==> src/rtl/core/ds_twr_ranging_responder_assert.svh <==
// Assertion macros for the ranging responder.
// Each check is sampled on the rising edge of clk and is disabled during rst.
`ifndef DS_TWR_RANGING_RESPONDER_ASSERT_SVH
`define DS_TWR_RANGING_RESPONDER_ASSERT_SVH

`ifndef SYNTHESIS

// A property that must hold at every edge.
`define DSTWR_ASSERT(lbl, prop) \
  lbl: assert property (@(posedge clk) disable iff (rst) (prop)) \
    else $error("ds_twr_ranging_responder: check failed");

// Same-cycle implication.
`define DSTWR_ASSERT_IMPLY(lbl, ante, cons) \
  lbl: assert property (@(posedge clk) disable iff (rst) (ante) |-> (cons)) \
    else $error("ds_twr_ranging_responder: implication failed");

// Next-cycle implication.
`define DSTWR_ASSERT_NEXT(lbl, ante, cons) \
  lbl: assert property (@(posedge clk) disable iff (rst) (ante) |=> (cons)) \
    else $error("ds_twr_ranging_responder: next-cycle check failed");

`else

`define DSTWR_ASSERT(lbl, prop)
`define DSTWR_ASSERT_IMPLY(lbl, ante, cons)
`define DSTWR_ASSERT_NEXT(lbl, ante, cons)

`endif

`endif

==> src/rtl/core/dstwr_pkg.sv <==
`timescale 1ns / 1ps

package dstwr_pkg;

  // Field widths
  localparam int REQ_W     = 2;
  localparam int LEN_W     = 7;
  localparam int HDR_LO_W  = 64;
  localparam int HDR_HI_W  = 16;
  localparam int STAMP_W   = 40;
  localparam int TICK_W    = 32;
  localparam int ACT_W     = 2;
  localparam int SEQ_W     = 8;
  localparam int PROD_W    = 2 * TICK_W;
  localparam int DEN_W     = TICK_W + 2;

  // Frame format
  localparam int HEADER_BYTES    = 10;
  localparam int MAX_FRAME_BYTES = 24;

  localparam logic [HDR_LO_W-1:0] HDR_LOW_MASK   = 64'hFFFF_FFFF_FF00_FFFF;
  localparam logic [HDR_LO_W-1:0] HDR_LOW_EXPECT = 64'h5641_57DE_CA00_8841;
  localparam logic [HDR_HI_W-1:0] HDR_HIGH_POLL  = 16'h2145;
  localparam logic [HDR_HI_W-1:0] HDR_HIGH_FINAL = 16'h2345;

  // Reply delay after reset: 900 us in device time units
  localparam logic [STAMP_W-1:0] DELAY_RESET = STAMP_W'(900 * 63898);

  // Divider sequencing: one quotient bit per cycle
  localparam int DIV_STEPS = PROD_W;
  localparam int DIV_CNT_W = $clog2(DIV_STEPS);

  localparam logic signed [TICK_W-1:0] FLIGHT_MAX = 32'sh7FFF_FFFF;
  localparam logic signed [TICK_W-1:0] FLIGHT_MIN = 32'sh8000_0000;

  // Request codes
  localparam logic [REQ_W-1:0] REQ_GOOD      = 2'd0;
  localparam logic [REQ_W-1:0] REQ_RX_ERROR  = 2'd1;
  localparam logic [REQ_W-1:0] REQ_TX_REJECT = 2'd2;

  // Result action codes
  localparam logic [ACT_W-1:0] ACT_LISTEN = 2'd0;
  localparam logic [ACT_W-1:0] ACT_SEND   = 2'd1;
  localparam logic [ACT_W-1:0] ACT_RANGE  = 2'd2;

  // Controller to datapath
  typedef struct packed {
    logic load_idle;
    logic load_poll;
    logic load_final;
    logic seq_inc;
    logic mul_p;
    logic mul_q;
    logic diff;
    logic div_step;
    logic finish;
    logic push;
  } dstwr_cmd_t;

  // Datapath to controller
  typedef struct packed {
    logic req_good;
    logic req_reject;
    logic poll_match;
    logic final_match;
  } dstwr_sts_t;

endpackage

==> src/rtl/core/dstwr_if.sv <==
`timescale 1ns / 1ps

// Request channel: one received frame event per item
interface dstwr_req_if;
  logic                              valid;
  logic                              ready;
  logic [dstwr_pkg::REQ_W-1:0]       req_type;
  logic [dstwr_pkg::LEN_W-1:0]       frame_length;
  logic [dstwr_pkg::HDR_LO_W-1:0]    header_low;
  logic [dstwr_pkg::HDR_HI_W-1:0]    header_high;
  logic [dstwr_pkg::STAMP_W-1:0]     rx_stamp;
  logic [dstwr_pkg::STAMP_W-1:0]     response_tx_stamp;
  logic [dstwr_pkg::TICK_W-1:0]      initiator_poll_tx;
  logic [dstwr_pkg::TICK_W-1:0]      initiator_resp_rx;
  logic [dstwr_pkg::TICK_W-1:0]      initiator_final_tx;

  modport source (
    output valid, req_type, frame_length, header_low, header_high, rx_stamp,
           response_tx_stamp, initiator_poll_tx, initiator_resp_rx, initiator_final_tx,
    input  ready
  );
  modport sink (
    input  valid, req_type, frame_length, header_low, header_high, rx_stamp,
           response_tx_stamp, initiator_poll_tx, initiator_resp_rx, initiator_final_tx,
    output ready
  );
endinterface

// Result channel: one item per request item
interface dstwr_rsp_if;
  logic                               valid;
  logic                               ready;
  logic [dstwr_pkg::ACT_W-1:0]        action;
  logic [dstwr_pkg::TICK_W-1:0]       send_time;
  logic [dstwr_pkg::SEQ_W-1:0]        sequence_number;
  logic signed [dstwr_pkg::TICK_W-1:0] flight_ticks;

  modport source (
    output valid, action, send_time, sequence_number, flight_ticks,
    input  ready
  );
  modport sink (
    input  valid, action, send_time, sequence_number, flight_ticks,
    output ready
  );
endinterface

// Configuration write channel: reply delay register
interface dstwr_cfg_if;
  logic                            valid;
  logic                            ready;
  logic [dstwr_pkg::STAMP_W-1:0]   data;

  modport source (output valid, data, input ready);
  modport sink   (input valid, data, output ready);
endinterface

==> src/rtl/core/dstwr_datapath.sv <==
`timescale 1ns / 1ps

module dstwr_datapath (
  input  logic                                 clk,
  input  logic                                 rst,
  input  dstwr_pkg::dstwr_cmd_t                cmd,
  output dstwr_pkg::dstwr_sts_t                sts,
  // request payload
  input  logic [dstwr_pkg::REQ_W-1:0]          req_type,
  input  logic [dstwr_pkg::LEN_W-1:0]          frame_length,
  input  logic [dstwr_pkg::HDR_LO_W-1:0]       header_low,
  input  logic [dstwr_pkg::HDR_HI_W-1:0]       header_high,
  input  logic [dstwr_pkg::STAMP_W-1:0]        rx_stamp,
  input  logic [dstwr_pkg::STAMP_W-1:0]        response_tx_stamp,
  input  logic [dstwr_pkg::TICK_W-1:0]         initiator_poll_tx,
  input  logic [dstwr_pkg::TICK_W-1:0]         initiator_resp_rx,
  input  logic [dstwr_pkg::TICK_W-1:0]         initiator_final_tx,
  // configuration write
  input  logic                                 cfg_valid,
  input  logic [dstwr_pkg::STAMP_W-1:0]        cfg_data,
  // result payload
  output logic [dstwr_pkg::ACT_W-1:0]          action,
  output logic [dstwr_pkg::TICK_W-1:0]         send_time,
  output logic [dstwr_pkg::SEQ_W-1:0]          sequence_number,
  output logic signed [dstwr_pkg::TICK_W-1:0]  flight_ticks
);

  localparam int TW = dstwr_pkg::TICK_W;
  localparam int PW = dstwr_pkg::PROD_W;
  localparam int DW = dstwr_pkg::DEN_W;
  localparam int SW = dstwr_pkg::STAMP_W;

  // State kept across frames
  logic [SW-1:0]                    reply_delay;
  logic [dstwr_pkg::SEQ_W-1:0]      seq_counter;
  logic [TW-1:0]                    poll_rx_low;

  // Working registers
  logic [TW-1:0]                    ra, rb, da, db;
  logic [PW-1:0]                    prod_p, prod_q;
  logic [DW-1:0]                    den;
  logic                             neg;
  logic [DW-1:0]                    rem;
  logic [PW-1:0]                    quo;

  // Pending result
  logic [dstwr_pkg::ACT_W-1:0]      res_action;
  logic [TW-1:0]                    res_send_time;
  logic [dstwr_pkg::SEQ_W-1:0]      res_seq;
  logic signed [TW-1:0]             res_flight;

  logic                             len_ok, low_ok;
  logic [SW:0]                      send_sum;
  logic [TW-1:0]                    mul_a, mul_b;
  logic [PW-1:0]                    mul_out;
  logic [DW:0]                      div_rs, div_diff;
  logic                             div_ge;
  logic                             quo_fits;

  // Header decode
  assign len_ok = (frame_length >= dstwr_pkg::LEN_W'(dstwr_pkg::HEADER_BYTES)) &&
                  (frame_length <= dstwr_pkg::LEN_W'(dstwr_pkg::MAX_FRAME_BYTES));
  assign low_ok = (header_low & dstwr_pkg::HDR_LOW_MASK) == dstwr_pkg::HDR_LOW_EXPECT;

  assign sts.req_good    = (req_type == dstwr_pkg::REQ_GOOD);
  assign sts.req_reject  = (req_type == dstwr_pkg::REQ_TX_REJECT);
  assign sts.poll_match  = len_ok && low_ok && (header_high == dstwr_pkg::HDR_HIGH_POLL);
  assign sts.final_match = len_ok && low_ok && (header_high == dstwr_pkg::HDR_HIGH_FINAL);

  // Delayed send time: bits 39:8 of the 41-bit sum
  assign send_sum = {1'b0, rx_stamp} + {1'b0, reply_delay};

  // Shared multiplier
  assign mul_a   = cmd.mul_q ? da : ra;
  assign mul_b   = cmd.mul_q ? db : rb;
  assign mul_out = PW'(mul_a) * PW'(mul_b);

  // Restoring divider step
  assign div_rs   = {rem, quo[PW-1]};
  assign div_ge   = div_rs >= {1'b0, den};
  assign div_diff = div_rs - {1'b0, den};

  // Quotient fits the signed range check (upper bits all zero)
  assign quo_fits = (quo[PW-1:TW-1] == '0);

  // Configuration and persistent state
  always_ff @(posedge clk) begin
    if (rst) begin
      reply_delay <= dstwr_pkg::DELAY_RESET;
      seq_counter <= '0;
      poll_rx_low <= '0;
    end else begin
      if (cfg_valid) begin
        reply_delay <= cfg_data;
      end
      if (cmd.seq_inc) begin
        seq_counter <= seq_counter + 1'b1;
      end
      if (cmd.load_poll) begin
        poll_rx_low <= rx_stamp[TW-1:0];
      end
    end
  end

  // Intervals, products, divider
  always_ff @(posedge clk) begin
    if (cmd.load_final) begin
      ra <= initiator_resp_rx - initiator_poll_tx;
      rb <= rx_stamp[TW-1:0] - response_tx_stamp[TW-1:0];
      da <= initiator_final_tx - initiator_resp_rx;
      db <= response_tx_stamp[TW-1:0] - poll_rx_low;
    end
    if (cmd.mul_p) begin
      prod_p <= mul_out;
      den    <= DW'(ra) + DW'(rb) + DW'(da) + DW'(db);
    end
    if (cmd.mul_q) begin
      prod_q <= mul_out;
    end
    if (cmd.diff) begin
      neg <= prod_p < prod_q;
      quo <= (prod_p < prod_q) ? (prod_q - prod_p) : (prod_p - prod_q);
      rem <= '0;
    end
    if (cmd.div_step) begin
      rem <= div_ge ? div_diff[DW-1:0] : div_rs[DW-1:0];
      quo <= {quo[PW-2:0], div_ge};
    end
  end

  // Pending result register
  always_ff @(posedge clk) begin
    if (cmd.load_idle) begin
      res_action    <= dstwr_pkg::ACT_LISTEN;
      res_send_time <= '0;
      res_seq       <= '0;
      res_flight    <= '0;
    end
    if (cmd.load_poll) begin
      res_action    <= dstwr_pkg::ACT_SEND;
      res_send_time <= send_sum[SW-1:SW-TW];
      res_seq       <= seq_counter;
      res_flight    <= '0;
    end
    if (cmd.load_final) begin
      res_action    <= dstwr_pkg::ACT_RANGE;
      res_send_time <= '0;
      res_seq       <= '0;
    end
    if (cmd.finish) begin
      if (den == '0) begin
        res_flight <= '0;
      end else if (!neg) begin
        res_flight <= quo_fits ? $signed(quo[TW-1:0]) : dstwr_pkg::FLIGHT_MAX;
      end else begin
        res_flight <= quo_fits ? $signed(-quo[TW-1:0]) : dstwr_pkg::FLIGHT_MIN;
      end
    end
  end

  // Output register
  always_ff @(posedge clk) begin
    if (cmd.push) begin
      action          <= res_action;
      send_time       <= res_send_time;
      sequence_number <= res_seq;
      flight_ticks    <= res_flight;
    end
  end

endmodule

==> src/rtl/core/dstwr_ctrl.sv <==
`timescale 1ns / 1ps

module dstwr_ctrl (
  input  logic                   clk,
  input  logic                   rst,
  input  logic                   req_valid,
  output logic                   req_ready,
  output logic                   rsp_valid,
  input  logic                   rsp_ready,
  input  dstwr_pkg::dstwr_sts_t  sts,
  output dstwr_pkg::dstwr_cmd_t  cmd
);

  typedef enum logic [6:0] {
    ST_IDLE  = 7'b0000001,
    ST_MUL_P = 7'b0000010,
    ST_MUL_Q = 7'b0000100,
    ST_DIFF  = 7'b0001000,
    ST_DIV   = 7'b0010000,
    ST_FIN   = 7'b0100000,
    ST_PUSH  = 7'b1000000
  } state_t;

  state_t                          state, state_next;
  logic                            awaiting_final, awaiting_final_next;
  logic [dstwr_pkg::DIV_CNT_W-1:0] div_cnt;
  logic                            accept;
  logic                            slot_free;

  assign req_ready = (state == ST_IDLE);
  assign accept    = req_valid && req_ready;
  assign slot_free = !rsp_valid || rsp_ready;

  // Next state and commands
  always_comb begin
    state_next          = state;
    awaiting_final_next = awaiting_final;
    cmd                 = '0;
    case (state)
      ST_IDLE: begin
        if (accept) begin
          state_next = ST_PUSH;
          if (!awaiting_final) begin
            if (sts.req_good && sts.poll_match) begin
              cmd.load_poll       = 1'b1;
              awaiting_final_next = 1'b1;
            end else begin
              cmd.load_idle = 1'b1;
            end
          end else begin
            awaiting_final_next = 1'b0;
            cmd.seq_inc         = !sts.req_reject;
            if (sts.req_good && sts.final_match) begin
              cmd.load_final = 1'b1;
              state_next     = ST_MUL_P;
            end else begin
              cmd.load_idle = 1'b1;
            end
          end
        end
      end
      ST_MUL_P: begin
        cmd.mul_p  = 1'b1;
        state_next = ST_MUL_Q;
      end
      ST_MUL_Q: begin
        cmd.mul_q  = 1'b1;
        state_next = ST_DIFF;
      end
      ST_DIFF: begin
        cmd.diff   = 1'b1;
        state_next = ST_DIV;
      end
      ST_DIV: begin
        cmd.div_step = 1'b1;
        if (div_cnt == dstwr_pkg::DIV_CNT_W'(dstwr_pkg::DIV_STEPS - 1)) begin
          state_next = ST_FIN;
        end
      end
      ST_FIN: begin
        cmd.finish = 1'b1;
        state_next = ST_PUSH;
      end
      ST_PUSH: begin
        if (slot_free) begin
          cmd.push   = 1'b1;
          state_next = ST_IDLE;
        end
      end
      default: begin
        state_next = ST_IDLE;
      end
    endcase
  end

  // Control registers
  always_ff @(posedge clk) begin
    if (rst) begin
      state          <= ST_IDLE;
      awaiting_final <= 1'b0;
      div_cnt        <= '0;
      rsp_valid      <= 1'b0;
    end else begin
      state          <= state_next;
      awaiting_final <= awaiting_final_next;
      if (cmd.diff) begin
        div_cnt <= '0;
      end else if (cmd.div_step) begin
        div_cnt <= div_cnt + 1'b1;
      end
      if (cmd.push) begin
        rsp_valid <= 1'b1;
      end else if (rsp_ready) begin
        rsp_valid <= 1'b0;
      end
    end
  end

endmodule

==> src/rtl/core/ds_twr_ranging_responder.sv <==
`timescale 1ns / 1ps
`include "ds_twr_ranging_responder_assert.svh"

// Responder side of double-sided two-way ranging.
// req: one item per radio event (good frame, receive error, send rejected).
// rsp: exactly one item per request item: restart listening, send the
//   response at send_time with sequence_number, or a signed time of flight.
// cfg: writes the 40-bit reply delay; always ready, take effect next cycle.
// A non-final item goes from the idle state straight to the push state.
// A matching final frame runs four setup steps on the shared 32x32
// multiplier and interval adders, then a restoring divider producing
// one quotient bit per cycle over the 64-bit quotient, then saturation.
// One item is processed at a time; req.ready is high while the sequencer
// is idle. A result sits in an output register, so the next item is taken
// while rsp is stalled; its own result then waits until the output is free.
// Reset clears the phase (listening), the sequence counter, the stored poll
// stamp and any pending output, and loads the default reply delay.
module ds_twr_ranging_responder (
  input  logic        clk,
  input  logic        rst,
  dstwr_req_if.sink   req,
  dstwr_rsp_if.source rsp,
  dstwr_cfg_if.sink   cfg
);

  dstwr_pkg::dstwr_cmd_t cmd;
  dstwr_pkg::dstwr_sts_t sts;
  logic                  req_ready;
  logic                  rsp_valid;
  logic [8:0]            cmd_steps;

  assign req.ready = req_ready;
  assign rsp.valid = rsp_valid;
  assign cfg.ready = 1'b1;

  // Sequencer
  dstwr_ctrl u_ctrl (
    .clk       (clk),
    .rst       (rst),
    .req_valid (req.valid),
    .req_ready (req_ready),
    .rsp_valid (rsp_valid),
    .rsp_ready (rsp.ready),
    .sts       (sts),
    .cmd       (cmd)
  );

  // Decode, arithmetic and result registers
  dstwr_datapath u_datapath (
    .clk                (clk),
    .rst                (rst),
    .cmd                (cmd),
    .sts                (sts),
    .req_type           (req.req_type),
    .frame_length       (req.frame_length),
    .header_low         (req.header_low),
    .header_high        (req.header_high),
    .rx_stamp           (req.rx_stamp),
    .response_tx_stamp  (req.response_tx_stamp),
    .initiator_poll_tx  (req.initiator_poll_tx),
    .initiator_resp_rx  (req.initiator_resp_rx),
    .initiator_final_tx (req.initiator_final_tx),
    .cfg_valid          (cfg.valid),
    .cfg_data           (cfg.data),
    .action             (rsp.action),
    .send_time          (rsp.send_time),
    .sequence_number    (rsp.sequence_number),
    .flight_ticks       (rsp.flight_ticks)
  );

  // Sequencing commands, at most one per cycle
  assign cmd_steps = {cmd.load_idle, cmd.load_poll, cmd.load_final, cmd.mul_p, cmd.mul_q,
                      cmd.diff, cmd.div_step, cmd.finish, cmd.push};

  // Checks
  `DSTWR_ASSERT(a_single_step, $onehot0(cmd_steps))
  `DSTWR_ASSERT_IMPLY(a_push_needs_slot, cmd.push, !rsp_valid || rsp.ready)
  `DSTWR_ASSERT_NEXT(a_busy_after_accept, req.valid && req_ready, !req_ready)
  `DSTWR_ASSERT_IMPLY(a_seq_inc_on_accept, cmd.seq_inc, cmd.load_final || cmd.load_idle)

endmodule
==> src/flat_wrapper.sv <==
// flat-port wrapper written by rule: the top's interface ports become plain ports
module ds_twr_ranging_responder_flat 
  (clk, rst, req_valid, req_req_type, req_frame_length, req_header_low, req_header_high, req_rx_stamp, req_response_tx_stamp, req_initiator_poll_tx, req_initiator_resp_rx, req_initiator_final_tx, req_ready, rsp_valid, rsp_action, rsp_send_time, rsp_sequence_number, rsp_flight_ticks, rsp_ready, cfg_valid, cfg_data, cfg_ready);
  dstwr_req_if req_i ();
  dstwr_rsp_if rsp_i ();
  dstwr_cfg_if cfg_i ();
  input  logic clk;
  input  logic rst;
  input wire logic [$bits(req_i.valid)-1:0] req_valid;
  input wire logic [$bits(req_i.req_type)-1:0] req_req_type;
  input wire logic [$bits(req_i.frame_length)-1:0] req_frame_length;
  input wire logic [$bits(req_i.header_low)-1:0] req_header_low;
  input wire logic [$bits(req_i.header_high)-1:0] req_header_high;
  input wire logic [$bits(req_i.rx_stamp)-1:0] req_rx_stamp;
  input wire logic [$bits(req_i.response_tx_stamp)-1:0] req_response_tx_stamp;
  input wire logic [$bits(req_i.initiator_poll_tx)-1:0] req_initiator_poll_tx;
  input wire logic [$bits(req_i.initiator_resp_rx)-1:0] req_initiator_resp_rx;
  input wire logic [$bits(req_i.initiator_final_tx)-1:0] req_initiator_final_tx;
  output wire logic [$bits(req_i.ready)-1:0] req_ready;
  output wire logic [$bits(rsp_i.valid)-1:0] rsp_valid;
  output wire logic [$bits(rsp_i.action)-1:0] rsp_action;
  output wire logic [$bits(rsp_i.send_time)-1:0] rsp_send_time;
  output wire logic [$bits(rsp_i.sequence_number)-1:0] rsp_sequence_number;
  output wire logic [$bits(rsp_i.flight_ticks)-1:0] rsp_flight_ticks;
  input wire logic [$bits(rsp_i.ready)-1:0] rsp_ready;
  input wire logic [$bits(cfg_i.valid)-1:0] cfg_valid;
  input wire logic [$bits(cfg_i.data)-1:0] cfg_data;
  output wire logic [$bits(cfg_i.ready)-1:0] cfg_ready;
  assign req_i.valid = req_valid;
  assign req_i.req_type = req_req_type;
  assign req_i.frame_length = req_frame_length;
  assign req_i.header_low = req_header_low;
  assign req_i.header_high = req_header_high;
  assign req_i.rx_stamp = req_rx_stamp;
  assign req_i.response_tx_stamp = req_response_tx_stamp;
  assign req_i.initiator_poll_tx = req_initiator_poll_tx;
  assign req_i.initiator_resp_rx = req_initiator_resp_rx;
  assign req_i.initiator_final_tx = req_initiator_final_tx;
  assign req_ready = req_i.ready;
  assign rsp_valid = rsp_i.valid;
  assign rsp_action = rsp_i.action;
  assign rsp_send_time = rsp_i.send_time;
  assign rsp_sequence_number = rsp_i.sequence_number;
  assign rsp_flight_ticks = rsp_i.flight_ticks;
  assign rsp_i.ready = rsp_ready;
  assign cfg_i.valid = cfg_valid;
  assign cfg_i.data = cfg_data;
  assign cfg_ready = cfg_i.ready;
  ds_twr_ranging_responder u_core (.clk(clk), .rst(rst), .req(req_i), .rsp(rsp_i), .cfg(cfg_i));
endmodule
==> config.mk <==
export PLATFORM = sky130hd
export DESIGN_NAME = ds_twr_ranging_responder_flat
export DESIGN_NICKNAME = d
export VERILOG_FILES = /design/src/rtl/core/dstwr_pkg.sv /design/src/rtl/core/dstwr_if.sv /design/src/rtl/core/dstwr_datapath.sv /design/src/rtl/core/dstwr_ctrl.sv /design/src/rtl/core/ds_twr_ranging_responder.sv /design/src/flat_wrapper.sv
export VERILOG_INCLUDE_DIRS = /design/src /design/src/rtl/core
export SDC_FILE = /design/constraint.sdc
export NUM_CORES = 2
export LEC_CHECK = 0
export ABC_AREA = 1
export BUFFER_PORTS_ARGS = -buffer_cell sky130_fd_sc_hd__clkbuf_2
export CAP_MARGIN = 0
export CORE_UTILIZATION = 59
export DETAILED_ROUTE_END_ITERATION = 6
export HOLD_SLACK_MARGIN = 0.12
export PLACE_DENSITY = 0.89
export SLEW_MARGIN = 30
export SYNTH_ARGS = -nofsm -noshare
export SYNTH_HDL_FRONTEND = slang
export SYNTH_SLANG_ARGS = --single-unit
==> constraint.sdc <==
create_clock -name clk -period 11.3 [get_ports clk]
set_input_delay 2.26 -clock clk [delete_from_list [all_inputs] [get_ports clk]]
set_output_delay 2.26 -clock clk [all_outputs]
set_load 0.02 [all_outputs]
==> tab_implementation.tex <==
\begin{tabular}{lr}
\hline
Metric & Value \\
\hline
\multicolumn{2}{l}{\textbf{Critical path}} \\
\quad Required time of the critical path & 11.69 ns \\
\quad Max Fanout on Critical Path & 94 \\
\quad Startpoint Class & register \\
\quad Slowest-stage cell, CP & clkinv\_1 \\
\quad Arrival time at the worst endpoint & 10.72 ns \\
\quad Worst stage delay on the critical path & 1.03 ns \\
\quad Crit Path Class & register to register \\
\quad Category of the worst setup path capture point & register \\
\quad Worst path most repeated cell & fa\_1 \\
\multicolumn{2}{l}{\textbf{Die}} \\
\quad Chip height & between 300 and 400 µm \\
\quad Total Die Area & approximately 140000 µm² \\
\quad \# IOs & between 300 and 400 \\
\quad Row Count & 137 \\
\quad Core Area & about 140000 µm² \\
\quad Initial Utilization & 59.7\% \\
\quad Die Wd & 379 µm \\
\multicolumn{2}{l}{\textbf{Global routing}} \\
\quad Global-route wire length before repair & 440 mm \\
\quad Overall global routing resource usage & 40.6\% \\
\quad Largest net degree at the start of global routing & 171 \\
\quad Via count of the first global-routing pass & just under 80000 \\
\quad Initial antenna violation count & 14 \\
\quad GR Overflow Total & 0 \\
\multicolumn{2}{l}{\textbf{Yosys}} \\
\quad Number of different library cells in the post-synthesis netlist & approximately 60 \\
\quad Count of flip-flops with a built-in enable after synthesis & 495 \\
\quad Part of the Yosys area used for sequential elements & 21.0\% \\
\quad Dominant cell by count in the synthesized netlist & nand2\_1 \\
\quad Dominant synthesized flop cell & edfxtp\_1 \\
\quad Flop and latch count out of synthesis & 632 \\
\quad Biggest area contributors in the synthesized netlist & fa\_1 (23\%), edfxtp\_1 (18\%), nand2\_1 (13\%) \\
\quad Fraction of synthesis flops using an asynchronous set or reset pin & 0\% \\
\quad Cell area after technology mapping & 83800 µm² \\
\quad Number of instances in the synthesized netlist & 11200 \\
\quad Number of warnings reported in the yosys synthesis log & 0 \\
\quad Fraction of synthesized cell area taken by the top area cell type & 23.1\% \\
\quad Net count of the mapped netlist & 13100 \\
\quad Cell types with the highest counts after synthesis & nand2\_1 (2871), inv\_1 (2215), nor2\_1 (1357) \\
\quad Avg Synthesized Cell Area & 7.51 µm² \\
\quad Post-synth top area cell & fa\_1 \\
\multicolumn{2}{l}{\textbf{Clocking}} \\
\quad Number of buffers inserted during clock tree synthesis & 69 \\
\quad Clock network latency to the later pin of the worst-skew pair & 0.73 ns \\
\quad TritonCTS clock tree & yes \\
\quad CTS Root Buffer Type & clkbuf\_16 \\
\quad CTS Hold Bufs & 0 \\
\quad Clock-pin slew of the registers on the worst-case setup and hold paths & 0.06 ns \\
\quad Setup bufs post-CTS & 0 \\
\quad H-tree depth reported by CTS & 3 \\
\quad Buffers from clock root to sink, at most & 3 \\
\quad Number of instances resized during post-cts repair & 0 \\
\quad Num Clock Sinks & 632 \\
\multicolumn{2}{l}{\textbf{Placement}} \\
\quad Input/output buffers & between 300 and 400 \\
\quad Global placer's final weighted congestion & 1.09 \\
\quad Detailed-placement wirelength estimate & 232 mm \\
\quad Placement Setup Slack & approximately 1.6 ns \\
\multicolumn{2}{l}{\textbf{Routing}} \\
\quad Post-route ant nets & 0 \\
\quad Detail-routed net length per standard cell & 21.7 µm \\
\quad Number of violations reported at the end of detailed-routing iteration 0 & 8338 \\
\quad Detail-routed via count per cell & 5.82 \\
\quad Final wirelength & 289 mm \\
\quad DRC viols & 24 \\
\quad Number of detailed-routing iterations run before antenna repair & 7 \\
\quad Number of vias after detailed routing & 77600 \\
\multicolumn{2}{l}{\textbf{Outcome}} \\
\quad Status & finished, violations left \\
\quad Failing checks & DRC \\
\multicolumn{2}{l}{\textbf{STA}} \\
\quad Portion of the clock cycle consumed by the worst path in the final layout & 91.4\% \\
\quad Worst-margin pin slew & 1.13 ns \\
\quad Number of endpoints failing setup at the final stage & 0 \\
\quad PnR worst setup slack & 0.967 ns \\
\quad Slew Limit Headroom & 24.0\% \\
\quad Maximum clock rate & 96.8 MHz \\
\quad Setup repair after global routing missed its margin & false \\
\quad Fin. Hold Viols & 0 \\
\quad Final critical-path required period & 10.33 ns \\
\quad Total negative setup slack & 0 ns \\
\quad Clk\_skew & just under 0.1 ns \\
\quad Max-slew violation total from the final report & 0 \\
\multicolumn{2}{l}{\textbf{Pwr}} \\
\quad Leakage power & 45.6 nW \\
\quad Cell area power density & 64.0 nW/µm² \\
\quad Total power of the final layout & 0.00575 W \\
\quad Worst vdd ir & 0.114 mV \\
\multicolumn{2}{l}{\textbf{Hold path}} \\
\quad Path category of the worst min-delay check & register to register \\
\multicolumn{2}{l}{\textbf{Final layout}} \\
\quad Fraction of layout cells with a size suffix above 1 & 7.01\% \\
\quad Area growth syn-to-layout & 7.22\% \\
\quad Multi-input gate area in the final layout & 56200 µm² \\
\quad Finished Core Util & 64.1\% \\
\quad Sequential cell area & 17600 µm² \\
\quad Fill cell instance count of the final layout & 12200 \\
\quad Final net count & 13300 \\
\multicolumn{2}{l}{\textbf{Job}} \\
\quad Number of max-cap violations & 0 \\
\hline
\end{tabular}
## state kept, by name (all words and copies together) (netlist names), 6 cells and up
register	flops
u_core.u_datapath.seq_counter	8
u_core.u_datapath.rem	34
u_core.u_datapath.sequence_number	8
u_core.u_datapath.quo	64
u_core.u_ctrl.state	7
u_core.u_datapath.send_time	32
u_core.u_datapath.prod_p	64
u_core.u_datapath.da	32
u_core.u_datapath.ra	32
u_core.u_datapath.reply_delay	40
u_core.u_datapath.rb	32
u_core.u_datapath.prod_q	64
u_core.u_datapath.res_send_time	32
u_core.u_datapath.res_seq	8
u_core.u_datapath.flight_ticks	32
u_core.u_ctrl.div_cnt	6
u_core.u_datapath.res_flight	32
u_core.u_datapath.den	34
u_core.u_datapath.poll_rx_low	32
u_core.u_datapath.db	32
## through the flow
step | hold WS, ns | instance area, µm² | instances
after floorplan | 0.400 | 83800 | 11200
after global placement | 0.402 | 87300 | 13200
after detailed placement | 0.405 | 87300 | 13200
after CTS | 0.399 | 89800 | 13300
after global routing | 0.406 | 89800 | 13300
final | 0.395 | 89800 | 13300
## placed cells by master, fill, tap and decap left out, types with 50 or more instances in the layout
cell type and count:
clkbuf_2 369, a31oi_1 50, nand3_1 317, clkbuf_16 72
xor2_1 232, edfxtp_1 495, fa_1 967, a21oi_1 493
buf_4 89, dfxtp_1 137, ha_1 622, o21ai_1 64
o21bai_1 54, nand4_1 92, inv_2 82, inv_1 2206
o21ai_0 299, nor3_1 107, xnor2_1 63, nand2_1 2869
nor2_1 1355
## final timing paths
path         cells after the start  slack (ns)                       startpoint                                 to
max reg2reg                     29        0.97           u_core.u_ctrl.state[0]       u_core.u_datapath.prod_p[59]
min reg2reg                      0        0.39  u_core.u_datapath.res_flight[6]  u_core.u_datapath.flight_ticks[6]
min                              0        0.39  u_core.u_datapath.res_flight[6]  u_core.u_datapath.flight_ticks[6]
max                             29        0.97           u_core.u_ctrl.state[0]       u_core.u_datapath.prod_p[59]
## kinds of logic after synthesis
group	count (synthesis)	synth area share, %
buffers and inverters	2587	12.0
AO/OA/AOI/OAI	1162	8.04
AND/OR/NAND/NOR	4894	23.4
XOR/XNOR	295	3.08
flip-flops	632	21.0
other	1	0.00448
adder cells (fa/ha/maj)	1589	32.4
## cell type report
| type | instances | area share, % |
|---|---|---|
| clock buffers | 85 | 2.07 |
| repair buffers | 460 | 2.83 |
| diodes | 5 | 0.0139 |
| flip-flops and latches | 632 | 19.6 |
| multi-input cells | 7941 | 62.6 |
| inverters | 2295 | 9.59 |
| well taps | 1876 | 2.61 |
| clock inverters | 42 | 0.709 |
## where the power goes
group / total (W) / internal, W / switching [W]
logic: 0.000724 / 0.000246 / 0.000478
clock network: 0.00248 / 0.00141 / 0.00107
registers: 0.00254 / 0.00253 / 0.0000103
## critical path: cells and delay by family, from the launching register on
kind                     cells  cell delay [ns]
buffers and inverters        6             1.87
flip-flops                   1             0.34
AND/OR/NAND/NOR             10             1.84
adder cells (fa/ha/maj)      9             4.35
AO/OA/AOI/OAI                4             1.43
## per-layer routing
metal  GRT usage [%]  vias to the layer above  share of wire (%)  wire length, µm
li1                -                    34700                  -                -
met1            47.2                    36500                 35           101000
met2            63.4                     4935                 43           126000
met3            12.9                     1457                 12            36000
met4            29.3                       14                9.0            26000
met5           0.343                        -              0.049              141
No activity file was read; power rests on OpenSTA's default activity.
